$ cat config.mk
export PLATFORM = sky130hd
export DESIGN_NAME = luhn_check_and_issuer_class
export DESIGN_NICKNAME = d
export VERILOG_FILES = /design/src/hw/rtl/lcic_pkg.sv /design/src/hw/rtl/lcic_bin2bcd.sv /design/src/hw/rtl/lcic_digit_scan.sv /design/src/hw/rtl/luhn_check_and_issuer_class.sv
export SDC_FILE = /design/constraint.sdc
export NUM_CORES = 1
export LEC_CHECK = 0
export BUFFER_PORTS_ARGS = -buffer_cell sky130_fd_sc_hd__buf_2
export CORE_MARGIN = 1.5
export CORE_UTILIZATION = 45
export DETAILED_ROUTE_END_ITERATION = 8
export GPL_TIMING_DRIVEN = 0
export HOLD_SLACK_MARGIN = 0.08
export SLEW_MARGIN = 10
export SYNTH_ARGS = -nofsm -noshare
export SYNTH_HDL_FRONTEND = slang
export SYNTH_HIERARCHICAL = 1
export SYNTH_SLANG_ARGS = --single-unit
$ cat constraint.sdc
create_clock -name clk -period 8.6 [get_ports clk]
set_input_delay 1.72 -clock clk [delete_from_list [all_inputs] [get_ports clk]]
set_output_delay 1.72 -clock clk [all_outputs]
set_load 0.01 [all_outputs]
$ cat src/hw/rtl/lcic_pkg.sv
// Shared types and constants for the Luhn check and issuer class block.
`timescale 1ns / 1ps
package lcic_pkg;

  // Field widths fixed by the word format.
  localparam int IN_W    = 63;
  localparam int COUNT_W = 5;
  localparam int LEAD_W  = 7;
  localparam int CLASS_W = 2;
  localparam int DIGIT_W = 4;

  // Decimal storage: 19 digits cover every 63-bit value.
  localparam int BCD_DIGITS = 19;
  localparam int BCD_W      = BCD_DIGITS * DIGIT_W;

  // Binary to decimal conversion: 64 padded bits, eight bits per cycle.
  localparam int STEP_BITS  = 8;
  localparam int CONV_STEPS = 8;
  localparam int PAD_W      = STEP_BITS * CONV_STEPS;

  // Default number of low digits examined.
  localparam int MAX_DIGITS_DEF = 19;

  // Issuer class codes.
  typedef logic [CLASS_W-1:0] issuer_class_t;
  localparam issuer_class_t CLASS_NONE  = 2'd0;
  localparam issuer_class_t CLASS_LEN15 = 2'd1;
  localparam issuer_class_t CLASS_LEN16 = 2'd2;
  localparam issuer_class_t CLASS_FOUR  = 2'd3;

  // Length and prefix rules.
  localparam logic [COUNT_W-1:0] LEN_13       = 5'd13;
  localparam logic [COUNT_W-1:0] LEN_15       = 5'd15;
  localparam logic [COUNT_W-1:0] LEN_16       = 5'd16;
  localparam logic [LEAD_W-1:0]  PREFIX_34    = 7'd34;
  localparam logic [LEAD_W-1:0]  PREFIX_37    = 7'd37;
  localparam logic [LEAD_W-1:0]  PREFIX_51    = 7'd51;
  localparam logic [LEAD_W-1:0]  PREFIX_55    = 7'd55;
  localparam logic [DIGIT_W-1:0] FIRST_FOUR   = 4'd4;
  localparam logic [LEAD_W-1:0]  LEAD_MAX_VAL = 7'd99;

  // Sequencer states.
  typedef enum logic [2:0] {
    ST_IDLE,
    ST_CONV,
    ST_LOAD,
    ST_SCAN,
    ST_OUT
  } lcic_state_t;

  // Control to an iterative unit: load a new operand, or run one step.
  typedef struct packed {
    logic load;
    logic step;
  } lcic_ctrl_t;

  // Summary produced by the digit scan.
  typedef struct packed {
    logic               luhn_ok;
    logic [COUNT_W-1:0] count;
    logic [LEAD_W-1:0]  lead;
    logic [DIGIT_W-1:0] first;
  } lcic_scan_t;

endpackage

$ cat src/hw/rtl/lcic_bin2bcd.sv
// Iterative binary to decimal converter, shift-and-add-three, eight bits per cycle.
`timescale 1ns / 1ps
module lcic_bin2bcd (
  input  logic                          clk,
  input  lcic_pkg::lcic_ctrl_t          ctrl,
  input  logic [lcic_pkg::IN_W-1:0]     bin_in,
  output logic [lcic_pkg::BCD_W-1:0]    bcd_out
);
  import lcic_pkg::*;

  logic [PAD_W-1:0] bin_r, bin_nxt;
  logic [BCD_W-1:0] bcd_r, bcd_nxt;

  // Load takes the padded operand and clears the digits; a step runs eight shift-and-correct steps.
  always_comb begin
    int k;
    int j;
    bin_nxt = bin_r;
    bcd_nxt = bcd_r;
    if (ctrl.load) begin
      bin_nxt = {{(PAD_W - IN_W){1'b0}}, bin_in};
      bcd_nxt = '0;
    end else if (ctrl.step) begin
      for (k = 0; k < STEP_BITS; k++) begin
        for (j = 0; j < BCD_DIGITS; j++) begin
          if (bcd_nxt[j*DIGIT_W +: DIGIT_W] >= 4'd5) begin
            bcd_nxt[j*DIGIT_W +: DIGIT_W] = bcd_nxt[j*DIGIT_W +: DIGIT_W] + 4'd3;
          end
        end
        {bcd_nxt, bin_nxt} = {bcd_nxt[BCD_W-2:0], bin_nxt, 1'b0};
      end
    end
  end

  // Operand and digit registers carry no reset.
  always_ff @(posedge clk) begin
    bin_r <= bin_nxt;
    bcd_r <= bcd_nxt;
  end

  assign bcd_out = bcd_r;

endmodule

$ cat src/hw/rtl/lcic_digit_scan.sv
// Digit scan: one decimal digit a cycle into the Luhn sum, count and leading digits.
`timescale 1ns / 1ps
module lcic_digit_scan #(
  parameter int MAX_DIGITS = lcic_pkg::MAX_DIGITS_DEF
) (
  input  logic                          clk,
  input  lcic_pkg::lcic_ctrl_t          ctrl,
  input  logic [lcic_pkg::BCD_W-1:0]    bcd_in,
  output lcic_pkg::lcic_scan_t          result
);
  import lcic_pkg::*;

  localparam logic [COUNT_W:0] LUHN_MOD = 6'd10;

  logic [BCD_W-1:0]   dig_r,   dig_nxt;
  logic [COUNT_W-1:0] pos_r,   pos_nxt;
  logic [COUNT_W-1:0] msnz_r,  msnz_nxt;
  logic               any_r,   any_nxt;
  logic               upper_r, upper_nxt;
  logic [DIGIT_W-1:0] sum_r,   sum_nxt;
  logic [DIGIT_W-1:0] prev_r,  prev_nxt;
  logic [DIGIT_W-1:0] first_r, first_nxt;
  logic [LEAD_W-1:0]  lead_r,  lead_nxt;

  logic [DIGIT_W-1:0] digit;
  logic [DIGIT_W-1:0] weight;
  logic [COUNT_W:0]   sum_wide;

  // Contribution of one digit; doubled digits fold their two decimal digits.
  function automatic logic [DIGIT_W-1:0] luhn_weight(input logic [DIGIT_W-1:0] d,
                                                     input logic dbl);
    logic [DIGIT_W-1:0] w;
    w = d;
    if (dbl) begin
      case (d)
        4'd0:    w = 4'd0;
        4'd1:    w = 4'd2;
        4'd2:    w = 4'd4;
        4'd3:    w = 4'd6;
        4'd4:    w = 4'd8;
        4'd5:    w = 4'd1;
        4'd6:    w = 4'd3;
        4'd7:    w = 4'd5;
        4'd8:    w = 4'd7;
        4'd9:    w = 4'd9;
        default: w = 4'd0;
      endcase
    end
    return w;
  endfunction

  assign digit    = dig_r[DIGIT_W-1:0];
  assign weight   = luhn_weight(digit, pos_r[0]);
  assign sum_wide = {2'b00, sum_r} + {2'b00, weight};

  // Load clears the accumulators; each step consumes the lowest digit.
  always_comb begin
    dig_nxt   = dig_r;
    pos_nxt   = pos_r;
    msnz_nxt  = msnz_r;
    any_nxt   = any_r;
    upper_nxt = upper_r;
    sum_nxt   = sum_r;
    prev_nxt  = prev_r;
    first_nxt = first_r;
    lead_nxt  = lead_r;
    if (ctrl.load) begin
      dig_nxt   = bcd_in;
      pos_nxt   = '0;
      msnz_nxt  = '0;
      any_nxt   = 1'b0;
      upper_nxt = |(bcd_in >> (DIGIT_W * MAX_DIGITS));
      sum_nxt   = '0;
      prev_nxt  = '0;
      first_nxt = '0;
      lead_nxt  = '0;
    end else if (ctrl.step) begin
      dig_nxt  = dig_r >> DIGIT_W;
      pos_nxt  = pos_r + COUNT_W'(1);
      prev_nxt = digit;
      if (sum_wide >= LUHN_MOD) begin
        sum_nxt = DIGIT_W'(sum_wide - LUHN_MOD);
      end else begin
        sum_nxt = sum_wide[DIGIT_W-1:0];
      end
      // A non-zero digit becomes the most significant one seen so far.
      if (digit != '0) begin
        msnz_nxt = pos_r;
        any_nxt  = 1'b1;
        if (pos_r == '0) begin
          lead_nxt  = {3'b000, digit};
          first_nxt = '0;
        end else begin
          lead_nxt  = {digit, 3'b000} + {2'b00, digit, 1'b0} + {3'b000, prev_r};
          first_nxt = digit;
        end
      end
    end
  end

  always_ff @(posedge clk) begin
    dig_r   <= dig_nxt;
    pos_r   <= pos_nxt;
    msnz_r  <= msnz_nxt;
    any_r   <= any_nxt;
    upper_r <= upper_nxt;
    sum_r   <= sum_nxt;
    prev_r  <= prev_nxt;
    first_r <= first_nxt;
    lead_r  <= lead_nxt;
  end

  // The count saturates when digits above the examined ones are non-zero.
  always_comb begin
    result.luhn_ok = (sum_r == '0);
    result.lead    = lead_r;
    result.first   = first_r;
    if (upper_r) begin
      result.count = COUNT_W'(MAX_DIGITS);
    end else if (any_r) begin
      result.count = msnz_r + COUNT_W'(1);
    end else begin
      result.count = '0;
    end
  end

endmodule

$ cat src/hw/rtl/luhn_check_and_issuer_class.sv
// Top level: sequencer, issuer classification and output register.
`timescale 1ns / 1ps
// Checks one account number per word with the Luhn mod-10 test and classifies its issuer.
// The number is first converted to decimal by a shift-and-add-three unit that takes eight
// bits a cycle over a 64-bit padded operand; the digits are then loaded into the scanner and
// scanned one a cycle from the least significant upward. The scan result goes to the output
// register once that register is free or the word it holds is being taken.
// in_ready is high only while the block is idle; a finished result waits in the output
// register, so the next word may be taken while it is still held.
module luhn_check_and_issuer_class #(
  parameter int MAX_DIGITS = lcic_pkg::MAX_DIGITS_DEF
) (
  input  logic                             clk,
  input  logic                             rst_n,
  input  logic                             in_valid,
  output logic                             in_ready,
  input  logic [lcic_pkg::IN_W-1:0]        in_card_number,
  output logic                             out_valid,
  input  logic                             out_ready,
  output logic                             out_luhn_ok,
  output logic [lcic_pkg::COUNT_W-1:0]     out_digit_count,
  output logic [lcic_pkg::LEAD_W-1:0]      out_leading_digits,
  output logic [lcic_pkg::CLASS_W-1:0]     out_issuer_class
);
  import lcic_pkg::*;

  localparam int CNT_W = $clog2(MAX_DIGITS);
  localparam logic [CNT_W-1:0] CONV_LAST = CNT_W'(CONV_STEPS - 1);
  localparam logic [CNT_W-1:0] SCAN_LAST = CNT_W'(MAX_DIGITS - 1);

  lcic_state_t        state_r, state_nxt;
  logic [CNT_W-1:0]   cnt_r,   cnt_nxt;
  logic               out_valid_r, out_valid_nxt;
  logic               luhn_ok_r;
  logic [COUNT_W-1:0] count_r;
  logic [LEAD_W-1:0]  lead_r;
  issuer_class_t      class_r;

  lcic_ctrl_t         conv_ctrl;
  lcic_ctrl_t         scan_ctrl;
  logic               out_load;
  logic [BCD_W-1:0]   bcd;
  lcic_scan_t         scan_res;
  issuer_class_t      class_calc;

  lcic_bin2bcd u_bin2bcd (
    .clk     (clk),
    .ctrl    (conv_ctrl),
    .bin_in  (in_card_number),
    .bcd_out (bcd)
  );

  lcic_digit_scan #(
    .MAX_DIGITS (MAX_DIGITS)
  ) u_digit_scan (
    .clk    (clk),
    .ctrl   (scan_ctrl),
    .bcd_in (bcd),
    .result (scan_res)
  );

  // Next state of the sequencer.
  always_comb begin
    state_nxt = state_r;
    case (state_r)
      ST_IDLE: begin
        if (in_valid) state_nxt = ST_CONV;
      end
      ST_CONV: begin
        if (cnt_r == CONV_LAST) state_nxt = ST_LOAD;
      end
      ST_LOAD: begin
        state_nxt = ST_SCAN;
      end
      ST_SCAN: begin
        if (cnt_r == SCAN_LAST) state_nxt = ST_OUT;
      end
      ST_OUT: begin
        if (!out_valid_r || out_ready) state_nxt = ST_IDLE;
      end
      default: begin
        state_nxt = ST_IDLE;
      end
    endcase
  end

  // Sequencer outputs.
  always_comb begin
    in_ready  = 1'b0;
    conv_ctrl = '0;
    scan_ctrl = '0;
    out_load  = 1'b0;
    case (state_r)
      ST_IDLE: begin
        in_ready       = 1'b1;
        conv_ctrl.load = in_valid;
      end
      ST_CONV: begin
        conv_ctrl.step = 1'b1;
      end
      ST_LOAD: begin
        scan_ctrl.load = 1'b1;
      end
      ST_SCAN: begin
        scan_ctrl.step = 1'b1;
      end
      ST_OUT: begin
        out_load = !out_valid_r || out_ready;
      end
      default: begin
        in_ready = 1'b0;
      end
    endcase
  end

  // Step counter shared by the conversion and scan phases.
  always_comb begin
    if (state_r == ST_CONV || state_r == ST_SCAN) begin
      cnt_nxt = cnt_r + CNT_W'(1);
    end else begin
      cnt_nxt = '0;
    end
  end

  // Issuer class from length and prefix, tried in order, only on a Luhn pass.
  always_comb begin
    class_calc = CLASS_NONE;
    if (scan_res.luhn_ok) begin
      if (scan_res.count == LEN_15 &&
          (scan_res.lead == PREFIX_34 || scan_res.lead == PREFIX_37)) begin
        class_calc = CLASS_LEN15;
      end else if (scan_res.count == LEN_16 &&
                   scan_res.lead inside {[PREFIX_51:PREFIX_55]}) begin
        class_calc = CLASS_LEN16;
      end else if (scan_res.count inside {LEN_13, LEN_16} &&
                   scan_res.first == FIRST_FOUR) begin
        class_calc = CLASS_FOUR;
      end
    end
  end

  // Output word is held until the consumer takes it.
  always_comb begin
    if (out_load) begin
      out_valid_nxt = 1'b1;
    end else if (out_ready) begin
      out_valid_nxt = 1'b0;
    end else begin
      out_valid_nxt = out_valid_r;
    end
  end

  always_ff @(posedge clk) begin
    if (!rst_n) begin
      state_r     <= ST_IDLE;
      cnt_r       <= '0;
      out_valid_r <= 1'b0;
    end else begin
      state_r     <= state_nxt;
      cnt_r       <= cnt_nxt;
      out_valid_r <= out_valid_nxt;
    end
  end

  always_ff @(posedge clk) begin
    if (out_load) begin
      luhn_ok_r <= scan_res.luhn_ok;
      count_r   <= scan_res.count;
      lead_r    <= scan_res.lead;
      class_r   <= class_calc;
    end
  end

  assign out_valid          = out_valid_r;
  assign out_luhn_ok        = luhn_ok_r;
  assign out_digit_count    = count_r;
  assign out_leading_digits = lead_r;
  assign out_issuer_class   = class_r;

  // A word taken in leaves the block busy on the next cycle.
  a_busy_after_accept: assert property (@(posedge clk) disable iff (!rst_n)
    (in_valid && in_ready) |=> !in_ready)
    else $error("block ready again straight after accepting a word");

  // Any issuer class other than none implies a Luhn pass.
  a_class_needs_pass: assert property (@(posedge clk) disable iff (!rst_n)
    (out_valid && out_issuer_class != CLASS_NONE) |-> out_luhn_ok)
    else $error("issuer class given without a Luhn pass");

  // A classified number has one of the lengths the rules allow.
  a_class_length: assert property (@(posedge clk) disable iff (!rst_n)
    (out_valid && out_issuer_class != CLASS_NONE) |->
      (out_digit_count == LEN_13 || out_digit_count == LEN_15 ||
       out_digit_count == LEN_16))
    else $error("issuer class given for an unsupported length");

  // Count and leading digits stay within their decimal ranges.
  a_result_range: assert property (@(posedge clk) disable iff (!rst_n)
    out_valid |-> (out_digit_count <= COUNT_W'(MAX_DIGITS) &&
                   out_leading_digits <= LEAD_MAX_VAL))
    else $error("digit count or leading digits out of range");

endmodule
==> qor.yml <==
hpwl_um: 69500
clk_latency_ps: 620
antenna_cells: 0
end_kind: "flip-flop"
synth_common_cells: "nand2_1, nor2_1, a21oi_1"
wl_um: 91300
yosys_warnings: 6
die_w_um: 269
setup_tns_ps: 0
crit_slowest_cell: "a21oi_1"
synth.largest_area_cell: "edfxtp_1"
max_freq_mhz: 125
clk_pin_slew_ps: 60
track_usage_pct: 24.2
hold_viol_final: 0
syn_inst: 3928
nets: 4247
synth_top_cell_area_share_pct: 14.5
grt_pass1_vias: 27179
max_cap_violations: 0
grt_max_degree: 62
drt_iter0_drc: 2630
path_class: "reg -> reg"
yosysMostFrequentCell: "nand2_1"
grt_pass1_wl_um: 146000
crit_top_cell: "ha_1"
syn2layout_area_growth_pct: 8.36
worst_slew_pin_slew_ps: 1370
antenna_found_initial: 2
core_um2: 70100
layout-drive-gt1-share_pct: 16.7
min_period_over_period_pct: 92.9
synth-async-reset-ratio_pct: 0
synthTopCellsByArea: "edfxtp_1, dfxtp_1, mux2_2"
critPathMaxFanout: 10
floorplan.die.height_um: 269
worstPathArrival_ps: 8490
rows: 97
crit_path_max_incr_delay_ps: 480
cts_buffers: 31
root_buffer: "clkbuf_16"
drtPass1Iterations: 6
placed_area_um2: 33600
ys_types: 162
mappedNetlistNets: 4129
synth_ff_type: "edfxtp_1"
cts_max_level: 1
cts_buffer_depth: 3
grt-ovfl-total: 0
cts_tree: "done"
slew_violations: 0
rsz0062_at_grt: "false"
cp.required_ps: 9100
synth-seq-area-share_pct: 22.0
antenna_left: 0
synth-edff-count: 154
start_util_pct: 45.5
synth-seq-cells: 274
final_area_um2: 34600
hp-class: "reg -> reg"
outcome: "finished, final reports clean"
boundaryPins: 84
die-area_um2: 72500
max_slew_margin_pct: 8.79
syn_area_um2: 31900
route.detailed.drc: 0
gp_congestion: 0.914
viasPerCell: 6.11
routedWlPerCell_um: 18.2
clock_skew_ps: 29.8
period_needed_ps: 7990
vias: 30623
avgSynthCellArea_um2: 8.12
port_buffers: 83
critPathLaunchType: "flip-flop"
setup_viol: 0
cts.sinks: 274
==> logic make-up after synthesis <==
group                      Yosys count  synth area share [%]
DFF                                274                  22.0
adders and majority gates          152                  5.91
muxes                              292                  10.3
buffers and inverters              362                  4.67
xor gates and xnor gates            93                  3.24
and+or+nand+nor                   1355                  21.7
AOI/OAI and AO/OA                 1400                  32.2
==> metal layers <==
layer / global-route usage (%) / up-vias / part of all wire, %
met1: 36.7 / 14393 / 50
met4: 4.94 / 0 / 2.1
met3: 3.29 / 100 / 6.5
met5: 0 / - / 0
met2: 36.0 / 833 / 42
li1: - / 15297 / -
==> stage by stage <==
stage	worst slack, ps	hold slack (ps)	utilization (%)	std cells
2_1_floorplan	1770	421	-	3928
3_3_place_gp	556	442	47.7	4951
3_5_place_dp	628	446	47.8	4953
4_1_cts	592	453	49.2	5011
5_1_grt	24.9	475	49.3	5011
6_report	614	453	49.3	5011
==> final timing paths <==
path	from	end	slack [ps]	depth (start not counted)
min reg2reg	u_digit_scan/first_r[3]	u_digit_scan/first_r[3]	450	2
max reg2reg	u_bin2bcd/bcd_out[16]	u_bin2bcd/bcd_out[24]	610	34
max	u_bin2bcd/bcd_out[16]	u_bin2bcd/bcd_out[24]	610	34
min	u_digit_scan/first_r[3]	u_digit_scan/first_r[3]	450	2
==> state kept, by name, summed over array words and instances (netlist names), named ones only <==
name                  count
u_digit_scan/any_r        1
out_luhn_ok               1
state_r                   3
u_bin2bcd/bin_r          64
u_digit_scan/lead_r       7
out_leading_digits        7
out_valid                 1
u_digit_scan/sum_r        4
u_digit_scan/prev_r       4
u_digit_scan/first_r      4
cnt_r                     5
out_issuer_class          2
u_digit_scan/msnz_r       5
u_digit_scan/dig_r       76
out_digit_count           5
u_bin2bcd/bcd_out        76
u_digit_scan/pos_r        5
==> area by class of cell <==
cell class / count / area, um^2
fillers: 6950 / 35600
multi-input cells: 3292 / 23400
flip-flops and latches: 274 / 7030
well taps: 940 / 1180
clock buffers: 45 / 861
plain buffers: 169 / 768
inverters: 193 / 729
repair buffers: 85 / 470
clock inverters: 13 / 128
==> critical path, delay by kind of cell, from the launching register on <==
family / cells / cell delay [ps]
compound gates: 12 / 3170
simple gates: 9 / 1850
fa+ha+maj: 6 / 1340
buf+inv: 6 / 650
mux: 1 / 430
flops: 1 / 410
==> cell usage in the layout, fill, tap and decap left out, types with 57 or more instances in the layout <==
cell type / count
o21ai_0: 211
ha_1: 131
nand3_1: 118
mux2i_1: 93
nand2_1: 322
and2_1: 74
edfxtp_1: 154
dfxtp_1: 120
clkbuf_1: 102
buf_2: 138
a211oi_1: 83
nor3_1: 116
a31oi_1: 57
nor2_1: 314
a21oi_1: 254
o211ai_1: 82
mux2_2: 178
inv_1: 173
o21ai_1: 57
==> timing repair <==
item	4_1_cts	5_1_grt
resized for setup	0	3
setup endpoints to repair	0	6
setup buffers	0	0
hold buffers	0	0
Power is left out: the tool's default activity adds up to more than one toggle a clock period on the data nets, which glitch-free logic cannot reach.
